--- config.mk ---
export PLATFORM = sky130hd
export DESIGN_NAME = current_voltage_fault_monitor
export DESIGN_NICKNAME = d
export VERILOG_FILES = /design/src/cvfm_pkg.sv /design/src/cvfm_lowpass.sv /design/src/cvfm_leaky.sv /design/src/cvfm_csr.sv /design/src/current_voltage_fault_monitor.sv
export SDC_FILE = /design/constraint.sdc
export NUM_CORES = 2
export LEC_CHECK = 0
export ABC_CLOCK_PERIOD_IN_PS = 27900
export CAP_MARGIN = 20
export CELL_PAD_IN_SITES_DETAIL_PLACEMENT = 1
export CELL_PAD_IN_SITES_GLOBAL_PLACEMENT = 1
export CORE_MARGIN = 3
export CORE_UTILIZATION = 55
export CTS_CLUSTER_DIAMETER = 40
export DETAILED_ROUTE_END_ITERATION = 10
export DONT_BUFFER_PORTS = 1
export GPL_TIMING_DRIVEN = 0
export HOLD_SLACK_MARGIN = 0.12
export PLACE_DENSITY_LB_ADDON = 0.1
export SLEW_MARGIN = 10
export SYNTH_ARGS = -nofsm -noshare
export SYNTH_HDL_FRONTEND = slang
export SYNTH_SLANG_ARGS = --single-unit
export TNS_END_PERCENT = 100
--- constraint.sdc ---
create_clock -name clock -period 27.9 [get_ports clock]
set_input_delay 2.79 -clock clock [delete_from_list [all_inputs] [get_ports clock]]
set_output_delay 2.79 -clock clock [all_outputs]
set_load 0.005 [all_outputs]
--- src/cvfm_pkg.sv ---
// shared types and constants for the current/voltage fault monitor
// no dependencies; used by every module under src
package cvfm_pkg;

   localparam int DEF_BLOCK_LEN   = 10;
   localparam int DEF_SAMPLE_BITS = 12;

   localparam int CSR_IDX_W  = 3;
   localparam int CSR_DATA_W = 16;
   localparam int ALPHA_W    = 16;
   localparam int LIMIT_W    = 12;
   localparam int TRIP_W     = 16;
   localparam int ERR_W      = 2;
   localparam int TRIPPED_W  = 3;

   // register indexes on the csr port
   localparam logic [CSR_IDX_W-1:0] CSR_FILTER_ALPHA      = 3'd0;
   localparam logic [CSR_IDX_W-1:0] CSR_CURRENT_LIMIT     = 3'd1;
   localparam logic [CSR_IDX_W-1:0] CSR_OVER_VOLT_LIMIT   = 3'd2;
   localparam logic [CSR_IDX_W-1:0] CSR_UNDER_VOLT_LIMIT  = 3'd3;
   localparam logic [CSR_IDX_W-1:0] CSR_CURRENT_TRIP      = 3'd4;
   localparam logic [CSR_IDX_W-1:0] CSR_OVER_VOLT_TRIP    = 3'd5;
   localparam logic [CSR_IDX_W-1:0] CSR_UNDER_VOLT_TRIP   = 3'd6;

   // reset values of the registers
   localparam logic [ALPHA_W-1:0] RST_FILTER_ALPHA     = 16'd7314;
   localparam logic [LIMIT_W-1:0] RST_CURRENT_LIMIT    = 12'd4095;
   localparam logic [LIMIT_W-1:0] RST_OVER_VOLT_LIMIT  = 12'd4095;
   localparam logic [LIMIT_W-1:0] RST_UNDER_VOLT_LIMIT = 12'd0;
   localparam logic [TRIP_W-1:0]  RST_TRIP_COUNT       = 16'd100;

   // latched fault codes
   localparam logic [ERR_W-1:0] ERR_NONE          = 2'd0;
   localparam logic [ERR_W-1:0] ERR_OVER_CURRENT  = 2'd1;
   localparam logic [ERR_W-1:0] ERR_OVER_VOLTAGE  = 2'd2;
   localparam logic [ERR_W-1:0] ERR_UNDER_VOLTAGE = 2'd3;

   typedef struct packed {
      logic [ALPHA_W-1:0] filter_alpha;
      logic [LIMIT_W-1:0] current_limit;
      logic [TRIP_W-1:0]  current_trip;
      logic [TRIP_W-1:0]  over_volt_trip;
      logic [TRIP_W-1:0]  under_volt_trip;
   } cfg_type;

endpackage

--- src/cvfm_lowpass.sv ---
// first-order low-pass step: prev + ((alpha * (sample - prev)) >>> 16)
// depends on cvfm_pkg
module cvfm_lowpass #(
   parameter int SAMPLE_BITS = cvfm_pkg::DEF_SAMPLE_BITS
) (
   input  logic [SAMPLE_BITS-1:0]      sample,
   input  logic [SAMPLE_BITS-1:0]      prev,
   input  logic [cvfm_pkg::ALPHA_W-1:0] alpha,
   output logic [SAMPLE_BITS-1:0]      next_value
);

   localparam int DIFF_W = SAMPLE_BITS + 1;
   localparam int PROD_W = DIFF_W + cvfm_pkg::ALPHA_W + 1;

   logic signed [DIFF_W-1:0]             diff;
   logic signed [cvfm_pkg::ALPHA_W:0]    alpha_s;
   logic signed [PROD_W-1:0]             prod;
   logic signed [PROD_W-1:0]             step;

   assign diff    = $signed({1'b0, sample}) - $signed({1'b0, prev});
   assign alpha_s = $signed({1'b0, alpha});
   assign prod    = PROD_W'(alpha_s) * PROD_W'(diff);
   // arithmetic shift floors negative steps
   assign step    = prod >>> cvfm_pkg::ALPHA_W;
   // result always lies between prev and sample, so truncation is exact
   assign next_value = prev + step[SAMPLE_BITS-1:0];

endmodule

--- src/cvfm_leaky.sv ---
// saturating leaky fault counter: on each enabled step, up on hit, down by one toward zero otherwise
// depends on cvfm_pkg
module cvfm_leaky (
   input  logic                        clock,
   input  logic                        reset,
   input  logic                        step_en,
   input  logic                        hit,
   input  logic [cvfm_pkg::TRIP_W-1:0] trip_count,
   output logic                        tripped
);

   logic [cvfm_pkg::TRIP_W-1:0] count_ff;
   logic [cvfm_pkg::TRIP_W-1:0] count_in;
   logic                        at_ceiling;

   // count + 1 > trip is the same as count >= trip, with no wrap
   assign at_ceiling = (count_ff >= trip_count);
   assign tripped    = step_en & hit & at_ceiling;

   always_comb begin
      count_in = count_ff;
      if (step_en) begin
         if (hit) begin
            count_in = at_ceiling ? trip_count : count_ff + 1'b1;
         end else if (count_ff != '0) begin
            count_in = count_ff - 1'b1;
         end
      end
   end

   always_ff @(posedge clock) begin
      if (reset) begin
         count_ff <= '0;
      end else begin
         count_ff <= count_in;
      end
   end

endmodule

--- src/cvfm_csr.sv ---
// configuration registers and the block-sum thresholds derived from them
// depends on cvfm_pkg
module cvfm_csr #(
   parameter int BLOCK_LEN = cvfm_pkg::DEF_BLOCK_LEN,
   parameter int THR_W     = cvfm_pkg::LIMIT_W + 1 + $clog2(BLOCK_LEN + 1)
) (
   input  logic                           clock,
   input  logic                           reset,
   input  logic                           csr_write_en,
   input  logic [cvfm_pkg::CSR_IDX_W-1:0] csr_index,
   input  logic [cvfm_pkg::CSR_DATA_W-1:0] csr_wdata,
   output cvfm_pkg::cfg_type              cfg,
   output logic [THR_W-1:0]               over_thr,
   output logic [THR_W-1:0]               under_thr
);

   cvfm_pkg::cfg_type               cfg_ff;
   cvfm_pkg::cfg_type               cfg_in;
   logic [cvfm_pkg::LIMIT_W-1:0]    ov_limit_ff;
   logic [cvfm_pkg::LIMIT_W-1:0]    ov_limit_in;
   logic [cvfm_pkg::LIMIT_W-1:0]    uv_limit_ff;
   logic [cvfm_pkg::LIMIT_W-1:0]    uv_limit_in;
   logic [THR_W-1:0]                over_thr_ff;
   logic [THR_W-1:0]                over_thr_in;
   logic [THR_W-1:0]                under_thr_ff;
   logic [THR_W-1:0]                under_thr_in;

   always_comb begin
      cfg_in      = cfg_ff;
      ov_limit_in = ov_limit_ff;
      uv_limit_in = uv_limit_ff;
      if (csr_write_en) begin
         unique case (csr_index)
            cvfm_pkg::CSR_FILTER_ALPHA:
               cfg_in.filter_alpha = csr_wdata[cvfm_pkg::ALPHA_W-1:0];
            cvfm_pkg::CSR_CURRENT_LIMIT:
               cfg_in.current_limit = csr_wdata[cvfm_pkg::LIMIT_W-1:0];
            cvfm_pkg::CSR_OVER_VOLT_LIMIT:
               ov_limit_in = csr_wdata[cvfm_pkg::LIMIT_W-1:0];
            cvfm_pkg::CSR_UNDER_VOLT_LIMIT:
               uv_limit_in = csr_wdata[cvfm_pkg::LIMIT_W-1:0];
            cvfm_pkg::CSR_CURRENT_TRIP:
               cfg_in.current_trip = csr_wdata[cvfm_pkg::TRIP_W-1:0];
            cvfm_pkg::CSR_OVER_VOLT_TRIP:
               cfg_in.over_volt_trip = csr_wdata[cvfm_pkg::TRIP_W-1:0];
            cvfm_pkg::CSR_UNDER_VOLT_TRIP:
               cfg_in.under_volt_trip = csr_wdata[cvfm_pkg::TRIP_W-1:0];
            default: ;
         endcase
      end
   end

   // floor(sum/N) > L  <=>  sum >= (L+1)*N ;  floor(sum/N) < U  <=>  sum < U*N
   assign over_thr_in  = THR_W'({1'b0, ov_limit_ff} + (cvfm_pkg::LIMIT_W + 1)'(1))
                         * THR_W'(BLOCK_LEN);
   assign under_thr_in = THR_W'(uv_limit_ff) * THR_W'(BLOCK_LEN);

   always_ff @(posedge clock) begin
      if (reset) begin
         cfg_ff.filter_alpha    <= cvfm_pkg::RST_FILTER_ALPHA;
         cfg_ff.current_limit   <= cvfm_pkg::RST_CURRENT_LIMIT;
         cfg_ff.current_trip    <= cvfm_pkg::RST_TRIP_COUNT;
         cfg_ff.over_volt_trip  <= cvfm_pkg::RST_TRIP_COUNT;
         cfg_ff.under_volt_trip <= cvfm_pkg::RST_TRIP_COUNT;
         ov_limit_ff            <= cvfm_pkg::RST_OVER_VOLT_LIMIT;
         uv_limit_ff            <= cvfm_pkg::RST_UNDER_VOLT_LIMIT;
      end else begin
         cfg_ff      <= cfg_in;
         ov_limit_ff <= ov_limit_in;
         uv_limit_ff <= uv_limit_in;
      end
   end

   always_ff @(posedge clock) begin
      over_thr_ff  <= over_thr_in;
      under_thr_ff <= under_thr_in;
   end

   assign cfg       = cfg_ff;
   assign over_thr  = over_thr_ff;
   assign under_thr = under_thr_ff;

endmodule

--- src/current_voltage_fault_monitor.sv ---
// Current and supply-voltage fault monitor with leaky-bucket fault filtering.
// Request channel (req_*): one beat carries a current and a voltage sample.
// Response channel (rsp_*): one beat per request beat, in order, carrying the
// latched error code, the per-tick trip flags and both filtered levels.
// A beat moves when valid is high and stall is low.
// Pipeline: input register, filter stage, current check and voltage block
// accumulate, voltage checks and output register. One beat per cycle is
// sustained while rsp_stall stays low, set by the filter stage, whose state
// feeds back into its own register.
// Each pipeline register loads whenever its downstream slot is empty or
// moving, so bubbles close up and requests keep being taken while one
// response waits; with rsp_stall held high the pipeline fills and then
// req_stall goes high. Held responses do not change.
// Configuration (csr_*): plain write port, write only while no beat is in
// flight. Reset (synchronous) restores register defaults, clears filters,
// block sum, counters and the latched error, and empties the pipeline.
// depends on cvfm_pkg, cvfm_csr, cvfm_lowpass, cvfm_leaky
module current_voltage_fault_monitor #(
   parameter int BLOCK_LEN   = cvfm_pkg::DEF_BLOCK_LEN,
   parameter int SAMPLE_BITS = cvfm_pkg::DEF_SAMPLE_BITS
) (
   input  logic                              clock,
   input  logic                              reset,
   input  logic                              csr_write_en,
   input  logic [cvfm_pkg::CSR_IDX_W-1:0]    csr_index,
   input  logic [cvfm_pkg::CSR_DATA_W-1:0]   csr_wdata,
   input  logic                              req_valid,
   output logic                              req_stall,
   input  logic [SAMPLE_BITS-1:0]            req_current_sample,
   input  logic [SAMPLE_BITS-1:0]            req_voltage_sample,
   output logic                              rsp_valid,
   input  logic                              rsp_stall,
   output logic [cvfm_pkg::ERR_W-1:0]        rsp_error_code,
   output logic [cvfm_pkg::TRIPPED_W-1:0]    rsp_tripped_now,
   output logic [SAMPLE_BITS-1:0]            rsp_current_level,
   output logic [SAMPLE_BITS-1:0]            rsp_voltage_level
);

   localparam int IDX_W = (BLOCK_LEN > 1) ? $clog2(BLOCK_LEN) : 1;
   localparam int SUM_W = SAMPLE_BITS + $clog2(BLOCK_LEN + 1);
   localparam int THR_W = cvfm_pkg::LIMIT_W + 1 + $clog2(BLOCK_LEN + 1);
   localparam int CMP_W = (SUM_W > THR_W) ? SUM_W : THR_W;
   localparam int CUR_W = (SAMPLE_BITS > cvfm_pkg::LIMIT_W) ? SAMPLE_BITS
                                                            : cvfm_pkg::LIMIT_W;

   cvfm_pkg::cfg_type       cfg;
   logic [THR_W-1:0]        over_thr;
   logic [THR_W-1:0]        under_thr;

   // handshake chain
   logic v0_ff, v1_ff, v2_ff, v3_ff;
   logic v0_in, v1_in, v2_in, v3_in;
   logic ready0, ready1, ready2, ready3;
   logic load0, load1, load2, load3;

   // stage 0: input register
   logic [SAMPLE_BITS-1:0]  cur_smp_ff, cur_smp_in;
   logic [SAMPLE_BITS-1:0]  volt_smp_ff, volt_smp_in;

   // stage 1: filter state
   logic [SAMPLE_BITS-1:0]  cur_filt_ff, cur_filt_in;
   logic [SAMPLE_BITS-1:0]  volt_filt_ff, volt_filt_in;
   logic [SAMPLE_BITS-1:0]  cur_filt_next;
   logic [SAMPLE_BITS-1:0]  volt_filt_next;

   // stage 2: current check and block accumulate
   logic [SUM_W-1:0]        blk_sum_ff, blk_sum_in;
   logic [IDX_W-1:0]        blk_idx_ff, blk_idx_in;
   logic                    blk_done_ff, blk_done_in;
   logic [SUM_W-1:0]        mean_sum_ff, mean_sum_in;
   logic                    cur_trip_ff, cur_trip_in;
   logic [SAMPLE_BITS-1:0]  cur_lvl_ff, cur_lvl_in;
   logic [SAMPLE_BITS-1:0]  volt_lvl_ff, volt_lvl_in;
   logic [SUM_W-1:0]        sum_add;
   logic                    blk_last;
   logic                    cur_hit;
   logic                    cur_trip;

   // stage 3: voltage checks and output register
   logic [cvfm_pkg::ERR_W-1:0]     err_ff, err_in;
   logic [cvfm_pkg::TRIPPED_W-1:0] tripped_ff, tripped_in;
   logic [SAMPLE_BITS-1:0]         out_cur_ff, out_cur_in;
   logic [SAMPLE_BITS-1:0]         out_volt_ff, out_volt_in;
   logic                           ov_hit, uv_hit;
   logic                           ov_trip, uv_trip;
   logic                           volt_step;

   cvfm_csr #(
      .BLOCK_LEN (BLOCK_LEN),
      .THR_W     (THR_W)
   ) u_csr (
      .clock        (clock),
      .reset        (reset),
      .csr_write_en (csr_write_en),
      .csr_index    (csr_index),
      .csr_wdata    (csr_wdata),
      .cfg          (cfg),
      .over_thr     (over_thr),
      .under_thr    (under_thr)
   );

   // a slot loads when it is empty or its beat moves on
   assign ready3 = !v3_ff | !rsp_stall;
   assign ready2 = !v2_ff | ready3;
   assign ready1 = !v1_ff | ready2;
   assign ready0 = !v0_ff | ready1;
   assign load0  = req_valid & ready0;
   assign load1  = v0_ff & ready1;
   assign load2  = v1_ff & ready2;
   assign load3  = v2_ff & ready3;

   assign v0_in = ready0 ? req_valid : v0_ff;
   assign v1_in = ready1 ? v0_ff : v1_ff;
   assign v2_in = ready2 ? v1_ff : v2_ff;
   assign v3_in = ready3 ? v2_ff : v3_ff;

   // stage 0
   assign cur_smp_in  = load0 ? req_current_sample : cur_smp_ff;
   assign volt_smp_in = load0 ? req_voltage_sample : volt_smp_ff;

   // stage 1
   cvfm_lowpass #(
      .SAMPLE_BITS (SAMPLE_BITS)
   ) u_cur_lp (
      .sample     (cur_smp_ff),
      .prev       (cur_filt_ff),
      .alpha      (cfg.filter_alpha),
      .next_value (cur_filt_next)
   );

   cvfm_lowpass #(
      .SAMPLE_BITS (SAMPLE_BITS)
   ) u_volt_lp (
      .sample     (volt_smp_ff),
      .prev       (volt_filt_ff),
      .alpha      (cfg.filter_alpha),
      .next_value (volt_filt_next)
   );

   assign cur_filt_in  = load1 ? cur_filt_next : cur_filt_ff;
   assign volt_filt_in = load1 ? volt_filt_next : volt_filt_ff;

   // stage 2
   assign cur_hit = CUR_W'(cur_filt_ff) > CUR_W'(cfg.current_limit);

   cvfm_leaky u_cur_cnt (
      .clock      (clock),
      .reset      (reset),
      .step_en    (load2),
      .hit        (cur_hit),
      .trip_count (cfg.current_trip),
      .tripped    (cur_trip)
   );

   assign sum_add  = blk_sum_ff + SUM_W'(volt_filt_ff);
   assign blk_last = (blk_idx_ff == IDX_W'(BLOCK_LEN - 1));

   always_comb begin
      blk_sum_in  = blk_sum_ff;
      blk_idx_in  = blk_idx_ff;
      blk_done_in = blk_done_ff;
      mean_sum_in = mean_sum_ff;
      cur_trip_in = cur_trip_ff;
      cur_lvl_in  = cur_lvl_ff;
      volt_lvl_in = volt_lvl_ff;
      if (load2) begin
         cur_trip_in = cur_trip;
         cur_lvl_in  = cur_filt_ff;
         volt_lvl_in = volt_filt_ff;
         blk_done_in = blk_last;
         if (blk_last) begin
            // block complete: hand the sum on and restart
            mean_sum_in = sum_add;
            blk_sum_in  = '0;
            blk_idx_in  = '0;
         end else begin
            blk_sum_in  = sum_add;
            blk_idx_in  = blk_idx_ff + 1'b1;
         end
      end
   end

   // stage 3
   assign volt_step = load3 & blk_done_ff;
   assign ov_hit    = CMP_W'(mean_sum_ff) >= CMP_W'(over_thr);
   assign uv_hit    = CMP_W'(mean_sum_ff) < CMP_W'(under_thr);

   cvfm_leaky u_ov_cnt (
      .clock      (clock),
      .reset      (reset),
      .step_en    (volt_step),
      .hit        (ov_hit),
      .trip_count (cfg.over_volt_trip),
      .tripped    (ov_trip)
   );

   cvfm_leaky u_uv_cnt (
      .clock      (clock),
      .reset      (reset),
      .step_en    (volt_step),
      .hit        (uv_hit),
      .trip_count (cfg.under_volt_trip),
      .tripped    (uv_trip)
   );

   always_comb begin
      err_in      = err_ff;
      tripped_in  = tripped_ff;
      out_cur_in  = out_cur_ff;
      out_volt_in = out_volt_ff;
      if (load3) begin
         tripped_in  = {uv_trip, ov_trip, cur_trip_ff};
         out_cur_in  = cur_lvl_ff;
         out_volt_in = volt_lvl_ff;
         // later checks in the tick win
         if (uv_trip) begin
            err_in = cvfm_pkg::ERR_UNDER_VOLTAGE;
         end else if (ov_trip) begin
            err_in = cvfm_pkg::ERR_OVER_VOLTAGE;
         end else if (cur_trip_ff) begin
            err_in = cvfm_pkg::ERR_OVER_CURRENT;
         end
      end
   end

   // control and state
   always_ff @(posedge clock) begin
      if (reset) begin
         v0_ff        <= 1'b0;
         v1_ff        <= 1'b0;
         v2_ff        <= 1'b0;
         v3_ff        <= 1'b0;
         cur_filt_ff  <= '0;
         volt_filt_ff <= '0;
         blk_sum_ff   <= '0;
         blk_idx_ff   <= '0;
         blk_done_ff  <= 1'b0;
         err_ff       <= cvfm_pkg::ERR_NONE;
      end else begin
         v0_ff        <= v0_in;
         v1_ff        <= v1_in;
         v2_ff        <= v2_in;
         v3_ff        <= v3_in;
         cur_filt_ff  <= cur_filt_in;
         volt_filt_ff <= volt_filt_in;
         blk_sum_ff   <= blk_sum_in;
         blk_idx_ff   <= blk_idx_in;
         blk_done_ff  <= blk_done_in;
         err_ff       <= err_in;
      end
   end

   // payload
   always_ff @(posedge clock) begin
      cur_smp_ff  <= cur_smp_in;
      volt_smp_ff <= volt_smp_in;
      mean_sum_ff <= mean_sum_in;
      cur_trip_ff <= cur_trip_in;
      cur_lvl_ff  <= cur_lvl_in;
      volt_lvl_ff <= volt_lvl_in;
      tripped_ff  <= tripped_in;
      out_cur_ff  <= out_cur_in;
      out_volt_ff <= out_volt_in;
   end

   assign req_stall         = !ready0;
   assign rsp_valid         = v3_ff;
   assign rsp_error_code    = err_ff;
   assign rsp_tripped_now   = tripped_ff;
   assign rsp_current_level = out_cur_ff;
   assign rsp_voltage_level = out_volt_ff;

endmodule
==> impl_metrics.tcl <==
set metrics [dict create \
    status "finished, final reports clean" \
    yosysWarnings 0 \
    seqCellArea_um2 7370 \
    crit_path_max_fanout 10 \
    report.final.hold_viol_count 0 \
    synth_top_area_share_pct 20.0 \
    synth_ff_type "dfxtp_1" \
    start_util_pct 56.3 \
    antenna_found_initial 6 \
    clkLatencyLatePin_ns 0.61 \
    drv_slew 0 \
    ios 79 \
    post_cts_resized 0 \
    ys_seq_area_share_pct 23.5 \
    synth_cell_type_count 85 \
    crit_slowest_cell "xnor2_1" \
    via_per_inst 6.15 \
    grt_max_degree 25 \
    grt_pass1_vias 30100 \
    finalSetupViolCount 0 \
    synthTopCellsByArea "fa_1, ha_1, dfxtp_1, edfxtp_1, nand2_1" \
    end_kind "flop" \
    cts-root-buf "clkbuf_16" \
    crit_family "adder cells" \
    remaining_drc_errors 0 \
    die_h_um 245 \
    die_w_um 245 \
    cts_buffers 49 \
    grt_use_total_pct 37.3 \
    wire_per_inst_um 25.0 \
    synth_area_um2 31400 \
    multi_input_area_um2 21600 \
    totalWireLength_um 111000 \
    cp_common_cell "fa_1" \
    syn_to_final_growth_pct 8.93 \
    path_clk_slew_ns 0.06 \
    clock_path_buffers 3 \
    core_area_um2 55700 \
    start_kind "flop" \
    synth_top_family_by_area "adder cells" \
    dr.pass1.iters 7 \
    synth-edff-count 92 \
    hp-class "reg2reg" \
    yosysTopAreaCell "fa_1" \
    postCtsSetupBuffers 0 \
    vias 27200 \
    ant_nets 0 \
    layout-drive-gt1-share_pct 3.87 \
    max_freq_mhz 84.8 \
    synthAdderAreaFrac_pct 34.9 \
    cts_max_level 2 \
    synth_compound_area_share_pct 12.4 \
    clkSinkCount 322 \
    met3_usage_pct 7.91 \
    die_area_um2 59900 \
    yosys.area_share.simple_pct 17.7 \
    maxSlewHeadroom_pct 18.9 \
    critPathRequiredTime_ns 28.43 \
    arrival_ns 12.32 \
    dp_hpwl_um 85000 \
    cts_hold_buf 0 \
    async_reset_ff_share_pct 0 \
    worst_pin_slew_ns 1.22 \
    critPathMaxStageDelay_ns 0.90 \
    synth_xor_xnor_area_share_pct 3.65 \
    grt_use_met2_pct 62.8 \
    synth_mux_area_share_pct 0.0957 \
    gp_congestion 0.959 \
    rsz0062_at_grt "false" \
    tns_ns 0 \
    final_nets 4360 \
    cap_violations 0 \
    rows 86 \
    cp_num_buf_inv 5 \
    cts_tree "yes" \
    layout_min_cycle_time_ns 11.80 \
    finalClockSkew_ns 0.0260 \
    path_class "reg2reg" \
    grt_first_pass_wirelength_um 173000 \
    fin_crit_sh_pct 42.3 \
    syn_nets 4303 \
    use_met1_pct 46.7 \
    top_usage_layer "met2" \
    n_fill_cell 6439 \
    drt_iter0_markers 2053 \
    ys_ff_latch 322 \
    syn_inst 3567 \
    grt.overflow.total 0 \
    synth_area_per_cell_um2 8.80 \
    portBuffers 0 \
]
-- cell usage in the layout (no fill, tap or decap), drive strengths merged, types with 12 or more instances in the layout --
cell type  netlist  routed
buf             14      20
o211ai          40      40
xor2            34      34
o21a            19      19
nand4           16      16
fa             313     313
and2            98      98
nor2b           57      57
or2             21      21
edfxtp          92      92
a21oi          195     195
a21o            41      41
or3             23      23
nor2           166     166
ha             375     375
nor3            55      55
nand3           67      67
clkbuf         149     208
nand2          534     534
a21boi          12      12
a221oi          12      12
and3            41      41
a211oi          25      25
nand2b          53      53
a32o            14      14
nor4            18      18
dfxtp          230     230
inv            485     502
a31oi           23      23
o21ai          117     117
xnor2           94      94
-- per-layer routing --
| metal | wire (um) | share of wire, % |
|---|---|---|
| met5 | 23 | 0.021 |
| met4 | 5060 | 4.6 |
| met3 | 8570 | 7.7 |
| met2 | 52400 | 47 |
| met1 | 44600 | 40 |
-- final timing paths --
| check | from | slack (ns) | end | cells after the start |
|---|---|---|---|---|
| setup reg to reg | cur_filt_ff[1]$_SDFFE_PP0P_ | 16.10 | cur_filt_ff[11]$_SDFFE_PP0P_ | 42 |
| hold reg to reg | volt_lvl_ff[8]$_DFFE_PP_ | 0.42 | rsp_voltage_level[8]$_DFFE_PP_ | 0 |
| hold / removal | volt_lvl_ff[8]$_DFFE_PP_ | 0.42 | rsp_voltage_level[8]$_DFFE_PP_ | 0 |
| setup / recovery | cur_filt_ff[1]$_SDFFE_PP0P_ | 16.10 | cur_filt_ff[11]$_SDFFE_PP0P_ | 42 |
-- logic make-up after synthesis --
logic type                 count (synthesis)
and+or+nand+nor                         1178
adders and majority gates                688
buffers and inverters                    648
AOI/OAI and AO/OA                        599
DFF                                      322
xor gates and xnor gates                 129
muxes                                      3
-- cells in the mapped netlist (8+ instances only) --
| cell | count |
|---|---|
| clkbuf_1 | 149 |
| dfxtp_1 | 230 |
| a21o_1 | 41 |
| xnor2_1 | 94 |
| and3_1 | 41 |
| or2_2 | 19 |
| a31oi_1 | 23 |
| o21ai_0 | 110 |
| o22ai_1 | 9 |
| a21boi_0 | 9 |
| a221oi_1 | 12 |
| ha_1 | 375 |
| o211ai_1 | 40 |
| nor3_1 | 55 |
| a21oi_1 | 195 |
| or3_1 | 23 |
| nand3_1 | 67 |
| o21bai_1 | 8 |
| a32o_1 | 14 |
| nand2_1 | 534 |
| nor2b_1 | 57 |
| edfxtp_1 | 92 |
| nor2_1 | 164 |
| a22oi_1 | 9 |
| a211oi_1 | 23 |
| fa_1 | 313 |
| nand4_1 | 16 |
| and2_1 | 97 |
| inv_1 | 485 |
| xor2_1 | 34 |
| nand2b_1 | 53 |
| nor4_1 | 16 |
| o21a_1 | 19 |
-- area by class of cell --
type / instances / share of cell area, %
Multi-Input combinational cell: 2597 / 63.1
Clock inverter: 33 / 1.22
Timing Repair Buffer: 6 / 0.242
Sequential cell: 322 / 21.6
Inverter: 485 / 5.33
Antenna cell: 5 / 0.0366
Buffer: 163 / 1.83
Tap cell: 748 / 2.74
Clock buffer: 59 / 3.91
-- state kept, by name, summed over array words and instances (netlist names), 15 cells and up --
name / flops
mean_sum_ff: 16
u_csr.over_thr: 16
u_csr.cfg: 76
u_cur_cnt.count_ff: 16
u_csr.under_thr: 15
blk_sum_ff: 16
u_uv_cnt.count_ff: 16
u_ov_cnt.count_ff: 16
-- per-stage QoR --
stage                     area [um^2]  setup WS, ns  hold slack, ns  cells  util, %
after floorplan                 31400         18.57           0.355   3567        -
after global placement          32300         16.78           0.400   4315     58.0
after detailed placement        32400         16.55           0.405   4320     58.1
after CTS                       34200         16.26           0.420   4412     61.3
after global routing            34200         15.59           0.432   4413     61.3
final                           34200         16.10           0.420   4418     61.3
-- worst reg2reg max path: cells and delay by family, from the launching register on --
kind / cells / cell delay (ns)
buffers and inverters: 5 / 0.86
AO/OA/AOI/OAI: 16 / 3.62
adder cells (fa/ha/maj): 9 / 4.07
AND/OR/NAND/NOR: 7 / 1.15
flip-flops: 1 / 0.55
XOR/XNOR: 5 / 1.46
Power is not shown: default switching activity piles up to over one toggle a cycle in this logic, so the estimate is an artifact.
